$ cat src/rtl/arfd_pkg.sv
`timescale 1ns / 1ps
// ----------------------------------------------------------------------------
// arfd_pkg
// Shared types, constants and helper functions for the accessory remote
// frame decoder.
// ----------------------------------------------------------------------------
package arfd_pkg;

	// Number of payload bytes that a frame keeps (the rest are skipped).
	localparam int KEPT_BYTES = 5;

	// Frame position codes; positions from POS_BODY up walk the frame body.
	localparam logic [8:0] POS_HUNT = 9'd0;
	localparam logic [8:0] POS_FF   = 9'd1;
	localparam logic [8:0] POS_LEN  = 9'd2;
	localparam logic [8:0] POS_MODE = 9'd3;
	localparam logic [8:0] POS_BODY = 9'd4;

	// Header and reply framing bytes.
	localparam logic [7:0] HDR_SYNC  = 8'hff;
	localparam logic [7:0] HDR_START = 8'h55;
	localparam logic [7:0] REPLY_LEN = 8'h03;
	localparam logic [7:0] REPLY_CMD = 8'h04;

	// Mode-switch commands.
	localparam logic [7:0] CMD_SET    = 8'h01;
	localparam logic [7:0] CMD_QUERY  = 8'h03;
	localparam logic [7:0] CMD_AIR    = 8'h05;
	localparam logic [7:0] CMD_SIMPLE = 8'h06;

	// Configuration register indexes.
	localparam logic [1:0] REG_SWITCH = 2'd0;
	localparam logic [1:0] REG_SIMPLE = 2'd1;
	localparam logic [1:0] REG_AIR    = 2'd2;

	// Index of the last beat of the seven-beat reply frame.
	localparam logic [2:0] REPLY_LAST = 3'd6;

	// Reset values of the configuration registers.
	localparam logic [7:0] RST_SWITCH = 8'd0;
	localparam logic [7:0] RST_SIMPLE = 8'd2;
	localparam logic [7:0] RST_AIR    = 8'd4;

	typedef enum logic [1:0] {
		EV_PRESS   = 2'd0,
		EV_RELEASE = 2'd1,
		EV_AIR     = 2'd2,
		EV_TX      = 2'd3
	} event_kind_t;

	// What a finished frame produces.
	typedef enum logic [1:0] {
		RES_NONE  = 2'd0,
		RES_EVENT = 2'd1,
		RES_REPLY = 2'd2
	} res_class_t;

	// Byte of the mode reply frame at beat index idx.
	function automatic logic [7:0] reply_byte(input logic [2:0] idx,
		input logic [7:0] sw, input logic [7:0] cm);
		logic [7:0] sum;
		logic [7:0] res;
		sum = REPLY_LEN + sw + REPLY_CMD + cm;
		case (idx)
			3'd0: res = HDR_SYNC;
			3'd1: res = HDR_START;
			3'd2: res = REPLY_LEN;
			3'd3: res = sw;
			3'd4: res = REPLY_CMD;
			3'd5: res = cm;
			default: res = 8'd0 - sum;
		endcase
		return res;
	endfunction

endpackage

$ cat src/rtl/accessory_remote_frame_decoder.sv
`timescale 1ns / 1ps
// ----------------------------------------------------------------------------
// accessory_remote_frame_decoder
// Parses FF 55 framed accessory packets from a received byte stream and
// reports button, AiR and mode-switch events, plus mode reply bytes.
// ----------------------------------------------------------------------------
// One received byte is taken per beat on the slave stream. A byte that ends
// no frame, or ends a frame that reports nothing, never waits in the input
// register, so such bytes stream at one per clock. The checksum byte of a
// frame yields one event beat or a run of seven reply beats; the output
// buffer holds that run and drains one beat per cycle while the receiver is
// ready. Only a byte whose frame yields results waits in the input register,
// until the buffer is empty or is handing over its last beat; every other
// byte moves on at once. The shortest frame with a result takes six bytes,
// fewer than the seven beats of a reply, so a result byte that follows a
// reply closely can wait even with the receiver always ready. The first
// result beat of a byte is offered from the output buffer, loaded as the
// byte leaves the input register. Each result beat carries the event kind
// on tuser and the value on tdata; tlast marks the final beat caused by one
// input byte. The user must set the three mode codes through the APB port
// only while the decoder is idle; the block does not enforce it.
module accessory_remote_frame_decoder (
	input  logic        clk,
	input  logic        arst_n,
	// Configuration port
	input  logic        psel,
	input  logic        penable,
	input  logic        pwrite,
	input  logic [3:0]  paddr,
	input  logic [31:0] pwdata,
	output logic [31:0] prdata,
	output logic        pready,
	// Received bytes
	input  logic        s_axis_tvalid,
	output logic        s_axis_tready,
	input  logic [7:0]  s_axis_tdata,   // [7:0] rx_byte
	// Events and reply bytes
	output logic        m_axis_tvalid,
	input  logic        m_axis_tready,
	output logic [31:0] m_axis_tdata,   // [31:0] event_value
	output logic [1:0]  m_axis_tuser,   // [1:0] event_kind
	output logic        m_axis_tlast    // last_of_run
);
	import arfd_pkg::*;

	// Configuration registers.
	logic [7:0] switch_code_q;
	logic [7:0] simple_code_q;
	logic [7:0] air_code_q;

	// Input register.
	logic       in_valid_s1;
	logic [7:0] rx_s1;

	// Frame state.
	logic [8:0] pos_q;
	logic [7:0] len_q;
	logic [7:0] mode_q;
	logic [7:0] payload_q [KEPT_BYTES];
	logic [7:0] cur_mode_q;

	// Output buffer.
	logic        out_valid_q;
	logic        reply_q;
	logic [2:0]  idx_q;
	event_kind_t kind_q;
	logic [31:0] value_q;
	logic [7:0]  rsw_q;
	logic [7:0]  rcm_q;

	// Combinational results.
	logic        cfg_we;
	logic        advance;
	logic        buf_free;
	logic        out_last;
	logic        finishing;
	logic [8:0]  body_end;
	logic [7:0]  n;
	logic [8:0]  pos_d;
	logic [7:0]  cur_mode_d;
	res_class_t  res_cls;
	event_kind_t res_kind;
	logic [31:0] res_value;

	// APB access: always ready, write on the access phase.
	assign pready = 1'b1;
	assign cfg_we = psel & penable & pwrite;

	always_comb begin
		case (paddr[3:2])
			REG_SWITCH: prdata = {24'd0, switch_code_q};
			REG_SIMPLE: prdata = {24'd0, simple_code_q};
			REG_AIR:    prdata = {24'd0, air_code_q};
			default:    prdata = 32'd0;
		endcase
	end

	always_ff @(posedge clk or negedge arst_n) begin
		if (!arst_n) begin
			switch_code_q <= RST_SWITCH;
			simple_code_q <= RST_SIMPLE;
			air_code_q    <= RST_AIR;
		end else if (cfg_we) begin
			case (paddr[3:2])
				REG_SWITCH: switch_code_q <= pwdata[7:0];
				REG_SIMPLE: simple_code_q <= pwdata[7:0];
				REG_AIR:    air_code_q    <= pwdata[7:0];
				default:    ;
			endcase
		end
	end

	// Handshake: the buffer is free when empty or when its last beat leaves now.
	assign out_last = ~reply_q | (idx_q == REPLY_LAST);
	assign buf_free = ~out_valid_q | (m_axis_tready & out_last);
	assign advance  = in_valid_s1 & ((res_cls == RES_NONE) | buf_free);
	assign s_axis_tready = ~in_valid_s1 | advance;

	always_ff @(posedge clk or negedge arst_n) begin
		if (!arst_n) begin
			in_valid_s1 <= 1'b0;
		end else if (s_axis_tready) begin
			in_valid_s1 <= s_axis_tvalid;
		end
	end

	always_ff @(posedge clk) begin
		if (s_axis_tready && s_axis_tvalid) begin
			rx_s1 <= s_axis_tdata;
		end
	end

	// Frame walker: next position and whether this byte is the checksum.
	assign body_end  = {1'b0, len_q} + 9'd3;
	assign finishing = (pos_q >= POS_BODY) && (pos_q >= body_end);
	assign n         = len_q - 8'd1;

	always_comb begin
		pos_d = pos_q;
		case (pos_q)
			POS_HUNT: begin
				if (rx_s1 == HDR_SYNC) pos_d = POS_FF;
			end
			POS_FF: begin
				if (rx_s1 == HDR_START) pos_d = POS_LEN;
				else if (rx_s1 != HDR_SYNC) pos_d = POS_HUNT;
			end
			POS_LEN:  pos_d = POS_MODE;
			POS_MODE: pos_d = (len_q == 8'd0) ? POS_HUNT : POS_BODY;
			default: begin
				if (finishing) pos_d = POS_HUNT;
				else pos_d = pos_q + 9'd1;
			end
		endcase
	end

	// Frame decode at the checksum byte.
	always_comb begin
		res_cls    = RES_NONE;
		res_kind   = EV_PRESS;
		res_value  = 32'd0;
		cur_mode_d = cur_mode_q;
		if (finishing) begin
			if (mode_q == switch_code_q) begin
				res_cls  = RES_REPLY;
				res_kind = EV_TX;
				case (payload_q[0])
					CMD_SET:    cur_mode_d = payload_q[1];
					CMD_AIR:    cur_mode_d = air_code_q;
					CMD_SIMPLE: cur_mode_d = simple_code_q;
					CMD_QUERY:  ;
					default:    res_cls = RES_NONE;
				endcase
			end else if (mode_q == simple_code_q) begin
				if (n >= 8'd2 && n <= 8'd5 && payload_q[0] == 8'd0) begin
					res_cls = RES_EVENT;
					if (n == 8'd2 && payload_q[1] == 8'd0) begin
						res_kind = EV_RELEASE;
					end else begin
						res_kind  = EV_PRESS;
						res_value = {(n > 8'd4) ? payload_q[4] : 8'd0,
							(n > 8'd3) ? payload_q[3] : 8'd0,
							(n > 8'd2) ? payload_q[2] : 8'd0,
							payload_q[1]};
					end
				end
			end else if (mode_q == air_code_q) begin
				if (n == 8'd2 && payload_q[0] == 8'd0) begin
					res_cls   = RES_EVENT;
					res_kind  = EV_AIR;
					res_value = {24'd0, payload_q[1]};
				end
			end
		end
	end

	// Frame state registers.
	always_ff @(posedge clk or negedge arst_n) begin
		if (!arst_n) begin
			pos_q      <= POS_HUNT;
			len_q      <= 8'd0;
			mode_q     <= 8'd0;
			cur_mode_q <= RST_AIR;
			for (int i = 0; i < KEPT_BYTES; i++) payload_q[i] <= 8'd0;
		end else if (advance) begin
			pos_q      <= pos_d;
			cur_mode_q <= cur_mode_d;
			if (pos_q == POS_LEN) len_q <= rx_s1;
			if (pos_q == POS_MODE) mode_q <= rx_s1;
			for (int i = 0; i < KEPT_BYTES; i++) begin
				if (pos_q == POS_FF && rx_s1 == HDR_START) begin
					payload_q[i] <= 8'd0;
				end else if (!finishing && pos_q == POS_BODY + 9'(i)) begin
					payload_q[i] <= rx_s1;
				end
			end
		end
	end

	// Output buffer: one event beat or a seven-beat reply run.
	always_ff @(posedge clk or negedge arst_n) begin
		if (!arst_n) begin
			out_valid_q <= 1'b0;
			reply_q     <= 1'b0;
			idx_q       <= 3'd0;
		end else if (advance && res_cls != RES_NONE) begin
			out_valid_q <= 1'b1;
			reply_q     <= (res_cls == RES_REPLY);
			idx_q       <= 3'd0;
		end else if (out_valid_q && m_axis_tready) begin
			if (out_last) out_valid_q <= 1'b0;
			else idx_q <= idx_q + 3'd1;
		end
	end

	always_ff @(posedge clk) begin
		if (advance && res_cls != RES_NONE) begin
			kind_q  <= res_kind;
			value_q <= res_value;
			rsw_q   <= switch_code_q;
			rcm_q   <= cur_mode_d;
		end
	end

	assign m_axis_tvalid = out_valid_q;
	assign m_axis_tlast  = out_last;
	assign m_axis_tuser  = reply_q ? EV_TX : kind_q;
	assign m_axis_tdata  = reply_q ? {24'd0, reply_byte(idx_q, rsw_q, rcm_q)} : value_q;

`ifndef SYNTHESIS
	// A reply run never walks past its checksum beat.
	assert property (@(posedge clk) disable iff (!arst_n)
		(out_valid_q && reply_q) |-> (idx_q <= REPLY_LAST))
		else $error("reply beat index out of range");

	// A new result never overwrites a run that is still being delivered.
	assert property (@(posedge clk) disable iff (!arst_n)
		(out_valid_q && !(m_axis_tready && out_last)) |-> !(advance && res_cls != RES_NONE))
		else $error("output buffer overwritten");

	// The frame position stays within the longest possible frame.
	assert property (@(posedge clk) disable iff (!arst_n)
		pos_q <= 9'd258)
		else $error("frame position out of range");

	// Back-pressure on the input only comes from a held byte.
	assert property (@(posedge clk) disable iff (!arst_n)
		!s_axis_tready |-> (in_valid_s1 && out_valid_q))
		else $error("input stalled without cause");
`endif

endmodule
$ cat config.mk
export PLATFORM = sky130hd
export DESIGN_NAME = accessory_remote_frame_decoder
export DESIGN_NICKNAME = d
export VERILOG_FILES = /design/src/rtl/arfd_pkg.sv /design/src/rtl/accessory_remote_frame_decoder.sv
export SDC_FILE = /design/constraint.sdc
export NUM_CORES = 1
export LEC_CHECK = 0
export ABC_CLOCK_PERIOD_IN_PS = 12580
export CELL_PAD_IN_SITES_DETAIL_PLACEMENT = 1
export CELL_PAD_IN_SITES_GLOBAL_PLACEMENT = 2
export CORE_ASPECT_RATIO = 0.6
export CORE_UTILIZATION = 39
export CTS_CLUSTER_SIZE = 10
export DETAILED_ROUTE_END_ITERATION = 7
export DONT_BUFFER_PORTS = 1
export PLACE_DENSITY = 0.79
export SYNTH_ARGS = -nofsm -noshare
export SYNTH_HDL_FRONTEND = slang
export SYNTH_SLANG_ARGS = --single-unit
export TNS_END_PERCENT = 10
$ cat constraint.sdc
create_clock -name clk -period 12.58 [get_ports clk]
set_clock_uncertainty 0.15 [all_clocks]
set_input_delay 1.258 -clock clk [delete_from_list [all_inputs] [get_ports clk]]
set_output_delay 1.258 -clock clk [all_outputs]
set_load 0.01 [all_outputs]
==> metrics.cfg <==
[sta]
worst_pin_slew_ps = 1340
drv_slew = 0
fmax_mhz = 192
slew_headroom_pct = 10.3
report.final.setup_viol = 0
min_period_ps = 5210
rsz0062_at_grt = no
hold_violations = 0
finalCritPeriodShare_pct = 41.4
finalSetupTns_ps = 0

[yosys]
synth_seq_cells = 161
synth_edf_count = 58
ys_warn_count = 0
seq_area_frac_synth_pct = 49.4
synthTopCellsByArea = dfrtp_1 29%, edfxtp_1 20%, mux2_2 11%
syn-cell-area_um2 = 8750
ys.flop_type = dfrtp_1
yosys.area.top_type = dfrtp_1
syn_inst = 756
async_flop_share_pct = 64.0
ys_types = 71
synth_top_area_share_pct = 28.6
syn_area_per_cell_um2 = 11.6

[pwr]
leakage_nw = 3.83
p_per_area_nw_per_um2 = 195
irDropWorstVdd_v = 0.000107

[detailed_routing]
vias_per_cell = 5.67
drt_iter0_drc = 399
wl_per_cell_um = 23.1
wl_um = 24300
first_pass_iters = 5
vias = 5992
drc = 0
drt.antenna.violating_nets = 0

[cts]
cts_sinks = 161
clockBufferDepth = 2
cts_setup_buffers = 0
clk_pin_slew_worst_paths_ps = 70
cts_resized = 0
clk_latency_ps = 450
holdBufCountCts = 0
cts_tree = yes
cts_root_buf = clkbuf_16
htree_levels = 4
cts_made_buffers = 17

[finish]
multi_input_area_um2 = 4150
final_cell_mix = 100 x dfrtp_1, 89 x mux2_2, 58 x edfxtp_1
area_delta_synth_final_pct = 9.81
layout-drive-gt1-share_pct = 18.7
layout_commonest_cell = dfrtp_1
nNetsFinal = 844
diodes = 0
register_area_um2 = 4320
stdcell_count = 1056
final_cell_area_um2 = 9610
nFillCells = 2321

[global_routing]
grt_pass1_wl_um = 38300
grt_pass1_vias = 6285
antenna_found_initial = 0
grt_max_degree = 104
track_usage_pct = 22.5
overflow = 0

[floorplanning]
dieArea_um2 = 23100
start_util_pct = 39.7
rows = 42
io_pins = 121
core-area_um2 = 22000
die_w_um = 195
fp.dieH_um = 118

[setup_path]
arrival_ps = 3800
critPathCaptureType = primary output
path_max_fanout = 10
startpoint_type = register
worst_ep_required_time_ps = 11170
criticalPathCategory = register to primary output

[hold_path]
hold_class = register to register

[placement]
port_buffers = 0
dp_cells = 1024
gp_congestion = 0.892
hpwl_um = 17600
placed_area_um2 = 8960

[status]
status = finished clean

[job]
cap_violations = 0

worst paths after layout:
path	cells past startpoint	end	start	slack, ps
min in group asynchronous	0	payload_q[15]	arst_n	360
hold / removal	1	cur_mode_q[6]	cur_mode_q[6]	340
max in group asynchronous	0	air_code_q[2]	arst_n	11640
setup reg to reg	12	payload_q[18]	len_q[0]	7940
setup / recovery	11	s_axis_tready	len_q[0]	7370
hold reg to reg	1	cur_mode_q[6]	cur_mode_q[6]	340
per-layer routing:
metal	track usage, %	up-vias	wire [um]
met2	30.8	168	10200
li1	-	2672	-
met3	5.93	20	1560
met4	6.59	0	310
met5	0	-	0
met1	34.4	3132	12300
cell type report:
cell class / count / share of cell area [%]
clock inverters: 13 / 1.93
multi-input cells: 546 / 43.2
repair buffers: 2 / 0.156
inverters: 29 / 1.13
flip-flops and latches: 161 / 45.0
well taps: 286 / 3.72
clock buffers: 19 / 4.83
state kept, by name, summed over array words and instances (netlist names):
name           flops
simple_code_q      8
rsw_q              8
payload_q         40
in_valid_s1        1
rx_s1              8
value_q           32
kind_q             2
pos_q              9
rcm_q              8
idx_q              3
air_code_q         8
mode_q             8
m_axis_tvalid      1
reply_q            1
len_q              8
cur_mode_q         8
switch_code_q      8
logic make-up after synthesis:
| kind of cell | synth area share (%) |
|---|---|
| fa+ha+maj | 5.23 |
| xor+xnor | 3.70 |
| other cells | 0.0858 |
| flops | 49.4 |
| buf+inv | 4.20 |
| simple gates | 14.5 |
| compound gates | 8.32 |
| mux | 14.5 |
through the flow:
step           hold slack, ps  utilization (%)  setup WS (ps)  total power [mW]
4_1_cts                   324             43.6           7380              1.88
3_3_place_gp              320             40.7           7960              1.26
5_1_grt                   325             43.6           7160              1.97
6_report                  343             43.6           7370              1.87
3_5_place_dp              332             40.7           7890              1.30
2_1_floorplan             310                -           6010              1.15
worst max-delay path: stages, from the launching register on:
cell and delay [ps]:
dfrtp_1 540, inv_1 190, ha_1 360, nand2b_1 200, xor2_1 150, ha_1 300, and4_1 200, o21ai_0 130
o221ai_1 370, nand3_1 270, nor3b_1 480, inv_1 160
synth_stat cells (5+ instances only):
cell and n:
a31oi_1 5, and2_1 39, mux2_2 89, nand2_1 33
nor2b_1 35, mux2i_1 18, nor2_1 32, o21ai_0 38
dfrtp_1 100, nor3_1 11, a221oi_1 5, a21o_1 6
inv_1 29, mux2_1 8, edfxtp_1 58, ha_1 35
xnor2_1 15, xor2_1 22, nand3_1 11, nor4_1 11
and4_1 6, a21oi_1 17, buf_4 25, nand2b_1 9
clkbuf_1 13
report_power, final:
group | internal [mW] | switching, mW
clock network | 0.337 | 0.235
logic | 0.236 | 0.248
registers | 0.654 | 0.161
total | 1.23 | 0.644
Power figures use the tool's default switching activity.
